File: src/hdl/light_gun_beam_latch_and_serial_report_defines.svh
// ----------------------------------------------------------------------------
// light gun beam latch and serial report: assertion macros
// shared assertion forms, clocked on clk and held off during reset
// ----------------------------------------------------------------------------
`ifndef LIGHT_GUN_BEAM_LATCH_AND_SERIAL_REPORT_DEFINES_SVH
`define LIGHT_GUN_BEAM_LATCH_AND_SERIAL_REPORT_DEFINES_SVH

// same-cycle implication
`define LGB_ASSERT_NOW(lbl, ante, cons, msg) \
	lbl: assert property (@(posedge clk) disable iff (!arst_n) (ante) |-> (cons)) \
		else $error(msg);

// next-cycle implication
`define LGB_ASSERT_NEXT(lbl, ante, cons, msg) \
	lbl: assert property (@(posedge clk) disable iff (!arst_n) (ante) |=> (cons)) \
		else $error(msg);

`endif

File: src/hdl/lgb_pkg.sv
// ----------------------------------------------------------------------------
// lgb_pkg
// types and constants shared by the light gun beam latch and report block
// ----------------------------------------------------------------------------
package lgb_pkg;

	localparam logic [1:0] OP_TICK  = 2'd0;
	localparam logic [1:0] OP_LATCH = 2'd1;
	localparam logic [1:0] OP_READ  = 2'd2;

	localparam int LINE_CLOCKS  = 1364;
	localparam int X_BIAS       = 24;
	localparam int CLAMP_LOW    = -16;
	localparam int CLAMP_X_HIGH = 256 + 16;
	localparam int CLAMP_Y_HIGH = 240 + 16;
	localparam int SCREEN_WIDTH = 256;

	localparam logic [7:0] VISIBLE_LINES_RST = 8'd224;
	localparam logic signed [9:0] CURSOR_X_RST = 10'sd128;
	localparam logic signed [9:0] CURSOR_Y_RST = 10'sd120;

	localparam logic [3:0] REPORT_BITS = 4'd8;

	typedef struct packed {
		logic [1:0]        opcode;
		logic [8:0]        beam_line;
		logic [10:0]       beam_dot;
		logic signed [8:0] aim_dx;
		logic signed [8:0] aim_dy;
		logic              latch_level;
		logic              trigger_pressed;
		logic              cursor_pressed;
		logic              turbo_pressed;
		logic              pause_pressed;
	} item_t;

	typedef struct packed {
		logic offscreen_q;
		logic offscreen_now;
	} beam_status_t;

	typedef struct packed {
		logic sample;
	} rpt_ctl_t;

endpackage

File: src/hdl/lgb_beam.sv
// ----------------------------------------------------------------------------
// lgb_beam
// beam position tracking, counter strobe and cursor update at frame wrap
// ----------------------------------------------------------------------------
module lgb_beam (
	input  logic                 clk,
	input  logic                 arst_n,
	input  logic                 fire,
	input  lgb_pkg::item_t       item,
	input  logic [7:0]           visible_lines,
	input  lgb_pkg::rpt_ctl_t    rpt_ctl,
	output logic                 strobe,
	output lgb_pkg::beam_status_t status
);

	localparam logic signed [21:0] LINE_S   = 22'(lgb_pkg::LINE_CLOCKS);
	localparam logic signed [21:0] BIAS_S   = 22'(lgb_pkg::X_BIAS);
	localparam logic signed [10:0] LOW_S    = 11'(lgb_pkg::CLAMP_LOW);
	localparam logic signed [10:0] X_HIGH_S = 11'(lgb_pkg::CLAMP_X_HIGH);
	localparam logic signed [10:0] Y_HIGH_S = 11'(lgb_pkg::CLAMP_Y_HIGH);
	localparam logic signed [9:0]  WIDTH_S  = 10'(lgb_pkg::SCREEN_WIDTH);

	logic signed [9:0]  cursor_x_q;
	logic signed [9:0]  cursor_y_q;
	logic               offscreen_q;
	logic [18:0]        prev_pos_q;

	logic [19:0]        pos_next;
	logic signed [21:0] pos_s;
	logic signed [21:0] prev_s;
	logic signed [21:0] target;
	logic               is_tick;
	logic               wrap;
	logic signed [10:0] sum_x;
	logic signed [10:0] sum_y;
	logic signed [9:0]  new_x;
	logic signed [9:0]  new_y;

	function automatic logic off_calc(input logic signed [9:0] x, input logic signed [9:0] y,
			input logic [7:0] vl);
		logic signed [9:0] vl_s;
		vl_s = signed'({2'b00, vl});
		return (x < 10'sd0) || (y < 10'sd0) || (x >= WIDTH_S) || (y >= vl_s);
	endfunction

	function automatic logic signed [9:0] clamp10(input logic signed [10:0] v,
			input logic signed [10:0] hi);
		logic signed [10:0] r;
		if (v < LOW_S) begin
			r = LOW_S;
		end else if (v > hi) begin
			r = hi;
		end else begin
			r = v;
		end
		return r[9:0];
	endfunction

	always_comb begin
		is_tick  = (item.opcode == lgb_pkg::OP_TICK);
		pos_next = 20'(item.beam_line) * 20'(lgb_pkg::LINE_CLOCKS) + 20'(item.beam_dot);
		pos_s    = signed'({2'b00, pos_next});
		prev_s   = signed'({3'b000, prev_pos_q});
		target   = 22'(cursor_y_q) * LINE_S + ((22'(cursor_x_q) + BIAS_S) <<< 2);
		strobe   = is_tick && !offscreen_q && (pos_s >= target) && (prev_s < target);
		wrap     = pos_next < {1'b0, prev_pos_q};
		sum_x    = 11'(item.aim_dx) + 11'(cursor_x_q);
		sum_y    = 11'(item.aim_dy) + 11'(cursor_y_q);
		new_x    = clamp10(sum_x, X_HIGH_S);
		new_y    = clamp10(sum_y, Y_HIGH_S);
		status.offscreen_q   = offscreen_q;
		status.offscreen_now = off_calc(cursor_x_q, cursor_y_q, visible_lines);
	end

	always_ff @(posedge clk or negedge arst_n) begin
		if (!arst_n) begin
			cursor_x_q  <= lgb_pkg::CURSOR_X_RST;
			cursor_y_q  <= lgb_pkg::CURSOR_Y_RST;
			offscreen_q <= 1'b0;
			prev_pos_q  <= '0;
		end else if (fire) begin
			if (is_tick) begin
				prev_pos_q <= pos_next[18:0];
				if (wrap) begin
					cursor_x_q  <= new_x;
					cursor_y_q  <= new_y;
					offscreen_q <= off_calc(new_x, new_y, visible_lines);
				end
			end else if (rpt_ctl.sample) begin
				offscreen_q <= status.offscreen_now;
			end
		end
	end

endmodule

File: src/hdl/lgb_report.sv
// ----------------------------------------------------------------------------
// lgb_report
// latch handling, button sampling and serial report bit selection
// ----------------------------------------------------------------------------
module lgb_report (
	input  logic                  clk,
	input  logic                  arst_n,
	input  logic                  fire,
	input  lgb_pkg::item_t        item,
	input  lgb_pkg::beam_status_t status,
	output logic                  data_bit,
	output lgb_pkg::rpt_ctl_t     rpt_ctl
);

	logic [3:0] bit_idx_q;
	logic       latch_q;
	logic       turbo_prev_q;
	logic       turbo_mode_q;
	logic       trigger_hold_q;
	logic       pause_report_q;
	logic       pause_hold_q;
	logic       cursor_held_q;

	logic       is_read;
	logic       is_latch;
	logic       turbo_mode_n;
	logic       trigger_rep_n;
	logic       pause_rep_n;
	logic       bit_sel;

	always_comb begin
		is_read        = (item.opcode == lgb_pkg::OP_READ);
		is_latch       = (item.opcode == lgb_pkg::OP_LATCH);
		rpt_ctl.sample = is_read && (bit_idx_q == 4'd0);
		turbo_mode_n   = turbo_mode_q ^ (item.turbo_pressed && !turbo_prev_q);
		trigger_rep_n  = item.trigger_pressed && (turbo_mode_n || !trigger_hold_q);
		pause_rep_n    = item.pause_pressed && !pause_hold_q;
		unique case (bit_idx_q)
			4'd0:    bit_sel = trigger_rep_n && !status.offscreen_now;
			4'd1:    bit_sel = cursor_held_q;
			4'd2:    bit_sel = turbo_mode_q;
			4'd3:    bit_sel = pause_report_q;
			4'd4:    bit_sel = 1'b0;
			4'd5:    bit_sel = 1'b0;
			4'd6:    bit_sel = status.offscreen_q;
			4'd7:    bit_sel = 1'b0;
			default: bit_sel = 1'b1;
		endcase
		data_bit = is_read && bit_sel;
	end

	always_ff @(posedge clk or negedge arst_n) begin
		if (!arst_n) begin
			bit_idx_q        <= '0;
			latch_q          <= 1'b0;
			turbo_prev_q     <= 1'b0;
			turbo_mode_q     <= 1'b0;
			trigger_hold_q   <= 1'b0;
			pause_report_q   <= 1'b0;
			pause_hold_q     <= 1'b0;
			cursor_held_q    <= 1'b0;
		end else if (fire) begin
			if (is_latch && (item.latch_level != latch_q)) begin
				latch_q   <= item.latch_level;
				bit_idx_q <= '0;
			end
			if (is_read) begin
				bit_idx_q <= (bit_idx_q < lgb_pkg::REPORT_BITS) ? bit_idx_q + 4'd1
					: lgb_pkg::REPORT_BITS;
			end
			if (rpt_ctl.sample) begin
				turbo_prev_q     <= item.turbo_pressed;
				turbo_mode_q     <= turbo_mode_n;
				trigger_hold_q   <= item.trigger_pressed;
				pause_report_q   <= pause_rep_n;
				pause_hold_q     <= item.pause_pressed;
				cursor_held_q    <= item.cursor_pressed;
			end
		end
	end

endmodule

File: src/hdl/light_gun_beam_latch_and_serial_report.sv
// ----------------------------------------------------------------------------
// light_gun_beam_latch_and_serial_report
// light gun controller: beam latch strobe and serial button report
// ----------------------------------------------------------------------------
// usage
//   s_* stream carries one item per transfer: s_tuser is the opcode (tick,
//   latch write, data read), s_tdata holds beam position, aim deltas, latch
//   level and button levels. m_* stream returns exactly one result per item
//   with the report bit and the counter strobe.
//   visible_lines is written over the apb port at address 0; pready is always
//   high. The user writes it only while the block is idle; it is not checked.
// timing
//   an item is registered on input, evaluated combinationally and the result
//   is registered on output together with m_tvalid.
//   one item per cycle sustained while m_tready is high; the output register
//   and the input register together decouple the two sides.
// reset
//   arst_n clears all state: cursor at 128,120, report counter at bit 0,
//   visible_lines 224, both streams empty.
// stall
//   with m_tready low the result holds, one more item is taken into the input
//   register and s_tready then drops until the result is taken.
// ----------------------------------------------------------------------------
`include "light_gun_beam_latch_and_serial_report_defines.svh"

module light_gun_beam_latch_and_serial_report (
	input  logic        clk,
	input  logic        arst_n,
	input  logic        s_tvalid,
	output logic        s_tready,
	// beam_line, beam_dot, aim_dx, aim_dy, latch_level, trigger_pressed,
	// cursor_pressed, turbo_pressed, pause_pressed, zero fill
	input  logic [47:0] s_tdata,
	// opcode
	input  logic [1:0]  s_tuser,
	output logic        m_tvalid,
	input  logic        m_tready,
	// data_bit, counter_strobe, zero fill
	output logic [7:0]  m_tdata,
	input  logic        psel,
	input  logic        penable,
	input  logic        pwrite,
	input  logic [2:0]  paddr,
	input  logic [31:0] pwdata,
	output logic [31:0] prdata,
	output logic        pready
);

	lgb_pkg::item_t        item_in;
	lgb_pkg::item_t        item_s1;
	logic                  valid_s1;
	logic                  out_valid_q;
	logic [1:0]            out_data_q;
	logic [7:0]            visible_lines_q;
	logic                  adv;
	logic                  strobe;
	logic                  data_bit;
	lgb_pkg::beam_status_t status;
	lgb_pkg::rpt_ctl_t     rpt_ctl;

	always_comb begin
		item_in.opcode          = s_tuser;
		item_in.beam_line       = s_tdata[8:0];
		item_in.beam_dot        = s_tdata[19:9];
		item_in.aim_dx          = signed'(s_tdata[28:20]);
		item_in.aim_dy          = signed'(s_tdata[37:29]);
		item_in.latch_level     = s_tdata[38];
		item_in.trigger_pressed = s_tdata[39];
		item_in.cursor_pressed  = s_tdata[40];
		item_in.turbo_pressed   = s_tdata[41];
		item_in.pause_pressed   = s_tdata[42];
	end

	assign adv      = valid_s1 && (!out_valid_q || m_tready);
	assign s_tready = !valid_s1 || adv;
	assign m_tvalid = out_valid_q;
	assign m_tdata  = {6'b0, out_data_q};
	assign pready   = 1'b1;
	assign prdata   = (paddr[2] == 1'b0) ? {24'b0, visible_lines_q} : 32'b0;

	always_ff @(posedge clk or negedge arst_n) begin
		if (!arst_n) begin
			visible_lines_q <= lgb_pkg::VISIBLE_LINES_RST;
		end else if (psel && penable && pwrite && pready && (paddr[2] == 1'b0)) begin
			visible_lines_q <= pwdata[7:0];
		end
	end

	always_ff @(posedge clk or negedge arst_n) begin
		if (!arst_n) begin
			valid_s1    <= 1'b0;
			out_valid_q <= 1'b0;
		end else begin
			if (s_tready) begin
				valid_s1 <= s_tvalid;
			end
			if (adv) begin
				out_valid_q <= 1'b1;
			end else if (m_tready) begin
				out_valid_q <= 1'b0;
			end
		end
	end

	always_ff @(posedge clk) begin
		if (s_tvalid && s_tready) begin
			item_s1 <= item_in;
		end
		if (adv) begin
			out_data_q <= {strobe, data_bit};
		end
	end

	lgb_beam u_beam (
		.clk           (clk),
		.arst_n        (arst_n),
		.fire          (adv),
		.item          (item_s1),
		.visible_lines (visible_lines_q),
		.rpt_ctl       (rpt_ctl),
		.strobe        (strobe),
		.status        (status)
	);

	lgb_report u_report (
		.clk      (clk),
		.arst_n   (arst_n),
		.fire     (adv),
		.item     (item_s1),
		.status   (status),
		.data_bit (data_bit),
		.rpt_ctl  (rpt_ctl)
	);

	`LGB_ASSERT_NOW(a_full_blocks, valid_s1 && out_valid_q && !m_tready, !s_tready, "input taken while both stages full")
	`LGB_ASSERT_NEXT(a_adv_fills, adv, out_valid_q, "advanced item produced no result")
	`LGB_ASSERT_NEXT(a_strobe_tick, adv && (item_s1.opcode != lgb_pkg::OP_TICK), !out_data_q[1], "strobe on non-tick item")
	`LGB_ASSERT_NEXT(a_bit_read, adv && (item_s1.opcode != lgb_pkg::OP_READ), !out_data_q[0], "data bit on non-read item")

endmodule
File: config.mk
export PLATFORM = sky130hd
export DESIGN_NAME = light_gun_beam_latch_and_serial_report
export DESIGN_NICKNAME = d
export VERILOG_FILES = /design/src/hdl/lgb_pkg.sv /design/src/hdl/lgb_beam.sv /design/src/hdl/lgb_report.sv /design/src/hdl/light_gun_beam_latch_and_serial_report.sv
export VERILOG_INCLUDE_DIRS = /design/src /design/src/hdl
export SDC_FILE = /design/constraint.sdc
export NUM_CORES = 1
export LEC_CHECK = 0
export BUFFER_PORTS_ARGS = -buffer_cell sky130_fd_sc_hd__buf_2
export CAP_MARGIN = 20
export CORE_MARGIN = 3
export CORE_UTILIZATION = 35
export CTS_CLUSTER_SIZE = 20
export DETAILED_ROUTE_END_ITERATION = 8
export PLACE_DENSITY = 0.63
export SLEW_MARGIN = 10
export SYNTH_ARGS = -nofsm -noshare
export SYNTH_HDL_FRONTEND = slang
export SYNTH_SLANG_ARGS = --single-unit
File: constraint.sdc
create_clock -name clk -period 7.7 [get_ports clk]
set_input_delay 0.385 -clock clk [delete_from_list [all_inputs] [get_ports clk]]
set_output_delay 0.385 -clock clk [all_outputs]
set_load 0.005 [all_outputs]
==> impl_metrics.env, run 1 <==
export IMPL_ys_types=77
export IMPL_met2_usage_pct=22.1
export IMPL_outcome="completed"
export IMPL_cap_violations=0
export IMPL_totalWireLength_mm=22.9
export IMPL_clk_path_buf_depth=2
export IMPL_numCtsBuffers=9
export IMPL_yosysTopAreaCell="ha_1"
export IMPL_endpoint_kind="flop"
export IMPL_crit_path_end="out_data_q[1]"
export IMPL_grt_ovfl_total=0
export IMPL_start_kind="flop"
export IMPL_post_cts_buffers=0
export IMPL_drt_first_pass_iters=5
export IMPL_grt_pass1_wl_mm=38.9
export IMPL_fillers=3152
export IMPL_slew_violations=0
export IMPL_layout_common_cells="204 x ha_1, 150 x inv_1, 72 x buf_2"
export IMPL_io_pins=135
export IMPL_syn_area_mm2=0.0114
export IMPL_portBuffers=72
export IMPL_crit_type="flop to flop"
export IMPL_grt_pass1_vias=8128
export IMPL_clock_latency_ps=360
export IMPL_rsz0062_at_grt="no"
export IMPL_layout_min_cycle_time_ps=7170
export IMPL_antenna_found_initial=0
export IMPL_clock_sinks=108
export IMPL_worst_clock_skew_ps=15.7
export IMPL_worstPathArrival_ps=7270
export IMPL_tightest_slew_ps=847
export IMPL_start_util_pct=35.9
export IMPL_r2r_end="out_data_q[1]"
export IMPL_fin_crit_sh_pct=93.2
export IMPL_ff2ff_path_depth=30
export IMPL_die_h_um=187
export IMPL_clkTransAtPathRegs_ps=70
export IMPL_synth_area_leaders="ha_1 22%, edfxtp_1 12%, dfrtp_1 12%"
export IMPL_synthCells=1176
export IMPL_track_usage_pct=13.2
export IMPL_finalNetCount=1600
export IMPL_grt_start_max_net_pins=62
export IMPL_synth_seq_cells=108
export IMPL_diodes=0
export IMPL_drc=0
export IMPL_finalInstanceArea_mm2=0.0125
export IMPL_setup_viol=0
export IMPL_cts_tree="yes"
export IMPL_finalSetupTns_ps=0
export IMPL_num_vias=8319
export IMPL_fp_dieW_um=187
export IMPL_grt_util_met3_pct=1.37
export IMPL_ys_async_sr_fraction_pct=56.5
export IMPL_yosys_area_top_type_share_pct=22.3
export IMPL_cp_common_cell="ha_1"
export IMPL_ys_seq_area_share_pct=25.8
export IMPL_dpl_cell_count=1679
export IMPL_syn_to_final_growth_pct=9.67
export IMPL_dpl_cell_area_mm2=0.0122
export IMPL_worst_ep_required_time_ps=7800
export IMPL_die_area_mm2=0.0349
export IMPL_crit_slowest_cell="dfstp_2"
export IMPL_syn_area_per_cell_um2=9.73
export IMPL_core_area_mm2=0.0319
export IMPL_synth_edf_count=47
export IMPL_cp_max_fo=7
export IMPL_detail_route_antenna_nets=0
export IMPL_dp_hpwl_mm=18.7
export IMPL_grt_met1_usage_pct=18.5
export IMPL_slew_headroom_pct=43.5
export IMPL_hp_class="input pin to async pin"
export IMPL_yosysWarnings=0
export IMPL_drive_above_1_share_pct=12.3
export IMPL_gp_congestion=0.828
export IMPL_rows=65
export IMPL_final_cells=1696
export IMPL_avgViaCountPerCell=4.91
export IMPL_cts_root_buf="clkbuf_16"
export IMPL_drt_initial_drc_count=317
export IMPL_r2r_slack_ps=530
export IMPL_max_freq_ghz=0.139
export IMPL_crit_start="u_beam.cursor_y_q[4]"
export IMPL_ys_dominant_reg_cell="dfrtp_1"
export IMPL_grt_busiest_layer="met2"
export IMPL_final_common_cell="ha_1"
export IMPL_worstReg2RegStart="u_beam.cursor_y_q[4]"
export IMPL_wl_per_cell_um=13.5
export IMPL_cts_repair_resized=0
export IMPL_cpPeakStageDelay_ps=670
export IMPL_hold_viol=0
export IMPL_cts_htree_levels=3
export IMPL_ctsHoldBuffers=0
[Yosys cell counts, types with 31 or more instances]
master    number
nand2_1       41
edfxtp_1      47
ha_1         204
dfrtp_1       53
buf_4         31
inv_1        150
o21ai_0       54
xnor2_1       41
nor2_1        67
a21o_1        31
fa_1          48
a21oi_1       68
[per-stage QoR]
| step | hold slack, ps | utilization (%) | worst slack, ps |
|---|---|---|---|
| after global routing | 177 | 39.4 | 155 |
| final | 182 | 39.4 | 525 |
| after global placement | 463 | 38.4 | 614 |
| after floorplan | 89.4 | - | 1270 |
| after CTS | 178 | 39.3 | 569 |
| after detailed placement | 475 | 38.4 | 631 |
[worst min path at each step]
stage               startpoint                      to  slack (ps)  cells past startpoint
detailed placement  item_s1[2]  u_report.cursor_held_q         480                      1
global route        s_tdata[5]             item_s1[39]         180                      1
CTS                 s_tdata[5]             item_s1[39]         180                      1
finish                  arst_n    u_beam.cursor_y_q[9]         180                      2
floorplan               arst_n                m_tvalid          90                      0
global placement    item_s1[2]  u_report.cursor_held_q         460                      1
[cells by family after synthesis]
group                    count (synthesis)  synth area share, %
other                                    2               0.0656
multiplexers                            35                 3.52
flip-flops                             108                 25.8
XOR/XNOR                                70                 5.36
buffers and inverters                  190                 7.33
AND/OR/NAND/NOR                        254                 11.5
adder cells (fa/ha/maj)                254                 30.9
AO/OA/AOI/OAI                          263                 15.5
[flip-flops by register name (all words and copies together) (netlist names), 2 cells and up]
signal and cells:
u_beam.prev_pos_q 19, u_report.bit_idx_q 4, visible_lines_q 8, u_beam.cursor_y_q 10, out_data_q 2, item_s1 45, u_beam.cursor_x_q 10
[layout make-up]
cell class	count	area (µm²)	share of cell area, %
clock buffer	10	229	1.82
clock inverter	6	57.6	0.459
inverter	150	563	4.49
multi-input combinational	907	7760	61.9
sequential	108	2950	23.5
tap	435	544	4.34
timing repair buffer	80	440	3.51
[metal layers]
layer / share of wire, % / vias to the layer above
met1: 50 / 3937
met4: 1.2 / 0
li1: - / 4272
met5: 0 / -
met3: 2.1 / 16
met2: 47 / 94
[critical path: cells and delay by family (launching register included)]
| kind | cells | cell delay (ps) |
|---|---|---|
| flops | 1 | 670 |
| fa+ha+maj | 8 | 2770 |
| buf+inv | 3 | 160 |
| compound gates | 8 | 1590 |
| simple gates | 10 | 1610 |
| xor+xnor | 1 | 100 |
Power of run 1 is not shown: default switching activity piles up to over one toggle a cycle in this logic, so the estimate is an artifact.
==> inputs of run 2 (changes only) <==
--- a/config.mk
+++ b/config.mk
@@ -6,6 +6,7 @@
 export SDC_FILE = /design/constraint.sdc
 export NUM_CORES = 1
 export LEC_CHECK = 0
+export ABC_AREA = 1
 export BUFFER_PORTS_ARGS = -buffer_cell sky130_fd_sc_hd__buf_2
 export CAP_MARGIN = 20
 export CORE_MARGIN = 3
==> run 2 against run 1 <==
Net effect:
- via count increased by 14%
- sequential cell count did not move
- synthesized cell count increased by 27%
- critical path depth rose by 2
- core utilization down 0.20 points
- largest cell class unchanged
- global-route usage increased by 1.3 points
- clock skew up 3.6 ps
- critical endpoint unchanged
==> impl_metrics.env, run 2 <==
export IMPL_outcome="completed"
export IMPL_hp_class="input pin to flop"
export IMPL_drt_first_pass_iters=5
export IMPL_grt_pass1_wl_mm=43.6
export IMPL_syn_to_final_growth_pct=8.85
export IMPL_grt_pass1_vias=9247
export IMPL_syn_area_per_cell_um2=7.94
export IMPL_ys_types=50
export IMPL_worstReg2RegStart="u_beam.cursor_y_q[3]"
export IMPL_detail_route_antenna_nets=0
export IMPL_grt_ovfl_total=0
export IMPL_hp_start="s_tdata[34]"
export IMPL_yosys_area_top_type_share_pct=21.5
export IMPL_num_vias=9503
export IMPL_fillers=3415
export IMPL_die_area_mm2=0.0361
export IMPL_finalSetupTns_ps=0
export IMPL_die_h_um=190
export IMPL_finalNetCount=1911
export IMPL_cp_common_cell="inv_1"
export IMPL_hold_viol=0
export IMPL_synth_edf_count=47
export IMPL_clk_path_buf_depth=2
export IMPL_fp_dieW_um=190
export IMPL_drive_above_1_share_pct=7.57
export IMPL_ff2ff_path_depth=32
export IMPL_yosysMostFrequentCell="nand2_1"
export IMPL_endpoint_kind="flop"
export IMPL_setup_viol=0
export IMPL_crit_start="u_beam.cursor_y_q[3]"
export IMPL_start_util_pct=36.0
export IMPL_cts_repair_resized=0
export IMPL_grt_start_max_net_pins=62
export IMPL_rows=66
export IMPL_cts_root_buf="clkbuf_16"
export IMPL_gp_congestion=0.892
export IMPL_synth_common_cells="329 x nand2_1, 261 x inv_1, 204 x ha_1"
export IMPL_layout_common_cells="329 x nand2_1, 260 x inv_1, 204 x ha_1"
export IMPL_drt_initial_drc_count=459
export IMPL_dpl_cell_count=1998
export IMPL_cts_htree_levels=3
export IMPL_clock_sinks=108
export IMPL_yosysWarnings=0
export IMPL_totalWireLength_mm=25.1
export IMPL_yosysTopAreaCell="ha_1"
export IMPL_ys_seq_area_share_pct=24.9
export IMPL_portBuffers=72
export IMPL_crit_slowest_cell="dfstp_2"
export IMPL_drc=0
export IMPL_layout_min_cycle_time_ps=6900
export IMPL_worstPathArrival_ps=7110
export IMPL_syn_area_mm2=0.0119
export IMPL_cap_violations=0
export IMPL_rsz0062_at_grt="no"
export IMPL_io_pins=135
export IMPL_cp_max_fo=6
export IMPL_numCtsBuffers=9
export IMPL_synth_seq_cells=108
export IMPL_synth_area_leaders="ha_1 22%, edfxtp_1 12%, dfrtp_1 11%"
export IMPL_start_kind="flop"
export IMPL_clock_latency_ps=370
export IMPL_antenna_found_initial=0
export IMPL_clkTransAtPathRegs_ps=90
export IMPL_track_usage_pct=14.5
export IMPL_fin_crit_sh_pct=89.6
export IMPL_reg_largest_list="item_s1 (45), u_beam.prev_pos_q (19)"
export IMPL_whs_path_depth=1
export IMPL_cpPeakStageDelay_ps=640
export IMPL_largest_reg_flops=45
export IMPL_cts_tree="yes"
export IMPL_slew_headroom_pct=37.4
export IMPL_synthCells=1492
export IMPL_crit_type="flop to flop"
export IMPL_wl_per_cell_um=12.5
export IMPL_final_cells=2014
export IMPL_max_freq_ghz=0.145
export IMPL_core_area_mm2=0.0329
export IMPL_avgViaCountPerCell=4.72
export IMPL_ys_async_sr_fraction_pct=56.5
export IMPL_diodes=0
export IMPL_final_common_cell="nand2_1"
export IMPL_slew_violations=0
export IMPL_ys_dominant_reg_cell="dfrtp_1"
export IMPL_ctsHoldBuffers=0
export IMPL_dp_hpwl_mm=20.6
export IMPL_worst_clock_skew_ps=19.3
export IMPL_worst_ep_required_time_ps=7910
export IMPL_tightest_slew_ps=937
export IMPL_post_cts_buffers=0
export IMPL_top_register="item_s1"
==> run 2: cell types whose count changed in the layout (fill, tap and decap cells not counted), moves of 12 or more <==
cell,before,now
nand4_1,5,17
mux2_2,30,0
nand2_1,41,329
nor2_1,67,93
inv_1,150,260
a21o_1,31,6
nand3_1,23,62
nor2b_1,24,0
xor2_1,29,48
nand2b_1,19,0
a21oi_1,68,100
xnor2_1,41,21
==> run 2: per-stage QoR <==
stage | hold slack, ps | area [µm²] | utilization, % | worst slack [ps]
2_1_floorplan | 89.4 | 12000 | - | 1540
3_3_place_gp | 427 | 12600 | 38.3 | 867
3_5_place_dp | 450 | 12600 | 38.3 | 826
4_1_cts | 166 | 12900 | 39.2 | 786
5_1_grt | 166 | 12900 | 39.2 | 234
6_report | 181 | 12900 | 39.2 | 800
==> run 2: area by class of cell <==
| class | count | area [µm²] | area share, % |
|---|---|---|---|
| clock buffers | 10 | 239 | 1.85 |
| clock inverters | 6 | 51.3 | 0.398 |
| inverters | 261 | 980 | 7.59 |
| multi-input cells | 1111 | 7740 | 60.0 |
| flip-flops and latches | 108 | 2950 | 22.8 |
| well taps | 442 | 553 | 4.29 |
| repair buffers | 76 | 390 | 3.03 |
==> run 2: worst max-delay path: cells and delay by family, from the launching register on <==
family,cells,cell delay (ps)
buffers and inverters,6,320
xor gates and xnor gates,2,300
adders and majority gates,8,3030
AOI/OAI and AO/OA,7,1220
DFF,1,640
and+or+nand+nor,9,1220
==> run 2: worst paths after layout <==
| check | slack, ps | to |
|---|---|---|
| max | 800 | out_data_q[1] |
| min | 180 | item_s1[10] |
| max reg2reg | 800 | out_data_q[1] |
| min reg2reg | 460 | u_report.cursor_held_q |
| max in group asynchronous | 6930 | u_beam.prev_pos_q[4] |
| min in group asynchronous | 190 | visible_lines_q[1] |
==> run 2: cell families after synthesis <==
| family | Yosys count | synth area share (%) |
|---|---|---|
| AO/OA/AOI/OAI | 211 | 9.76 |
| XOR/XNOR | 70 | 5.29 |
| adder cells (fa/ha/maj) | 252 | 29.6 |
| buffers and inverters | 302 | 10.7 |
| flip-flops | 108 | 24.9 |
| other | 2 | 0.0634 |
| AND/OR/NAND/NOR | 547 | 19.6 |
==> run 2: metal layers <==
metal / part of all wire [%] / vias up / global-route usage (%)
met5: 0 / - / 0
met4: 1.4 / 0 / 3.64
met3: 3.4 / 17 / 1.79
met2: 44 / 163 / 23.4
met1: 51 / 4368 / 20.7
li1: - / 4955 / -
Power of run 2 is left out for the same reason.
==> inputs of run 3 (changes only) <==
--- a/config.mk
+++ b/config.mk
@@ -10,10 +10,10 @@
 export BUFFER_PORTS_ARGS = -buffer_cell sky130_fd_sc_hd__buf_2
 export CAP_MARGIN = 20
 export CORE_MARGIN = 3
-export CORE_UTILIZATION = 35
+export CORE_UTILIZATION = 44
 export CTS_CLUSTER_SIZE = 20
 export DETAILED_ROUTE_END_ITERATION = 8
-export PLACE_DENSITY = 0.63
+export PLACE_DENSITY = 0.74
 export SLEW_MARGIN = 10
 export SYNTH_ARGS = -nofsm -noshare
 export SYNTH_HDL_FRONTEND = slang
==> run 3 against run 2 <==
Net effect:
- non-clock buffer count decreased by 1
- via count up 1.5%
- die area is 20% lower
- routed wire length fell by 0.63%
- sequential share of layout area is 0.21 points higher
- register-to-register slack hardly changed
- core utilization is 9.5 points higher
- setup slack got worse by 8.3 ps
- critical endpoint unchanged
- highest routed layer unchanged
==> impl_metrics.env, run 3 (synthesis gave the netlist of run 2 again) <==
export IMPL_clkTransAtPathRegs_ps=80
export IMPL_cts_tree="yes"
export IMPL_ctsHoldBuffers=0
export IMPL_slew_violations=0
export IMPL_cts_htree_levels=3
export IMPL_cp_max_fo=8
export IMPL_drt_first_pass_iters=5
export IMPL_worstPathArrival_ps=7110
export IMPL_max_freq_ghz=0.145
export IMPL_finalSetupTns_ps=0
export IMPL_cts_root_buf="clkbuf_16"
export IMPL_hp_class="input pin to flop"
export IMPL_reg_largest_list="item_s1 (45), u_beam.prev_pos_q (19)"
export IMPL_crit_type="flop to flop"
export IMPL_clk_path_buf_depth=2
export IMPL_pre_cts_ws_ps=809
export IMPL_portBuffers=72
export IMPL_endpoint_kind="flop"
export IMPL_wl_per_cell_um=13.1
export IMPL_finalNetCount=1910
export IMPL_cpPeakStageDelay_ps=660
export IMPL_start_kind="flop"
export IMPL_gp_congestion=0.913
export IMPL_syn_to_final_growth_pct=7.87
export IMPL_rows=59
export IMPL_drive_above_1_share_pct=7.51
export IMPL_final_common_cell="nand2_1"
export IMPL_clock_sinks=108
export IMPL_clock_latency_ps=370
export IMPL_worst_clock_skew_ps=13.2
export IMPL_num_vias=9641
export IMPL_drc=0
export IMPL_fp_dieW_um=170
export IMPL_start_util_pct=45.1
export IMPL_post_cts_buffers=0
export IMPL_cp_common_cell="inv_1"
export IMPL_grt_pass1_wl_mm=42.6
export IMPL_io_pins=135
export IMPL_final_cells=1906
export IMPL_grt_start_max_net_pins=62
export IMPL_worst_ep_required_time_ps=7900
export IMPL_totalWireLength_mm=25.0
export IMPL_setup_viol=0
export IMPL_drt_initial_drc_count=585
export IMPL_dpl_cell_count=1890
export IMPL_hold_viol=0
export IMPL_slew_headroom_pct=36.1
export IMPL_finalHoldWorstSlack_ps=187
export IMPL_top_register="item_s1"
export IMPL_fin_crit_sh_pct=89.7
export IMPL_grt_ovfl_total=0
export IMPL_diodes=0
export IMPL_largest_reg_flops=45
export IMPL_tightest_slew_ps=957
export IMPL_layout_min_cycle_time_ps=6910
export IMPL_layout_common_cells="329 x nand2_1, 260 x inv_1, 204 x ha_1"
export IMPL_track_usage_pct=17.7
export IMPL_cts_repair_resized=0
export IMPL_grt_pass1_vias=9361
export IMPL_antenna_found_initial=0
export IMPL_outcome="completed"
export IMPL_cap_violations=0
export IMPL_die_area_mm2=0.0289
export IMPL_whs_path_depth=1
export IMPL_core_area_mm2=0.0263
export IMPL_avgViaCountPerCell=5.06
export IMPL_timing_final_ws_setup_ps=792
export IMPL_numCtsBuffers=9
export IMPL_die_h_um=170
export IMPL_detail_route_antenna_nets=0
export IMPL_ff2ff_path_depth=32
export IMPL_crit_slowest_cell="dfstp_2"
export IMPL_rsz0062_at_grt="no"
export IMPL_dp_hpwl_mm=20.3
-- run 3: cell count changes in the layout (fill, tap and decap cells not counted) --
| cell | before | now |
|---|---|---|
| clkinv_8 | 0 | 1 |
| clkbuf_8 | 1 | 0 |
| clkinv_2 | 1 | 0 |
| clkinvlp_4 | 0 | 1 |
| buf_4 | 4 | 3 |
| clkinv_4 | 1 | 0 |
| bufinv_16 | 0 | 1 |
-- run 3: path summary, 6_finish.rpt --
path                                            to                   from  slack, ps
hold / removal                         item_s1[31]            s_tdata[17]        190
setup / recovery                     out_data_q[1]   u_beam.cursor_y_q[5]        790
setup reg to reg                     out_data_q[1]   u_beam.cursor_y_q[5]        790
min in group asynchronous    u_beam.prev_pos_q[18]                 arst_n        200
max in group asynchronous         u_report.latch_q                 arst_n       6910
hold reg to reg            u_report.pause_report_q  u_report.pause_hold_q        460
-- run 3: metal layers --
layer	GRT usage [%]	vias to the layer above	part of all wire (%)
li1	-	4949	-
met1	24.6	4442	49
met2	29.6	221	46
met3	2.39	29	4.2
met4	4.06	0	1.3
met5	0	-	0
-- run 3: critical path, delay by kind of cell (launching register included) --
kind,cells,cell delay [ps]
adder cells (fa/ha/maj),8,3060
XOR/XNOR,2,310
AND/OR/NAND/NOR,9,1160
flip-flops,1,660
AO/OA/AOI/OAI,7,1230
buffers and inverters,6,320
-- run 3: per-stage QoR --
step	utilization, %	cell area (µm²)
after floorplan	-	12000
after global placement	47.5	12500
after detailed placement	47.5	12500
after CTS	48.7	12800
after global routing	48.7	12800
final	48.7	12800
-- run 3: final cells by class --
type                       instances  area [µm²]
fill                            2480       13500
multi-input combinational       1111        7740
sequential                       108        2950
inverter                         261         980
tap                              335         419
timing repair buffer              75         383
clock buffer                       9         225
clock inverter                     7        91.3
Power of run 3 is left out for the same reason.
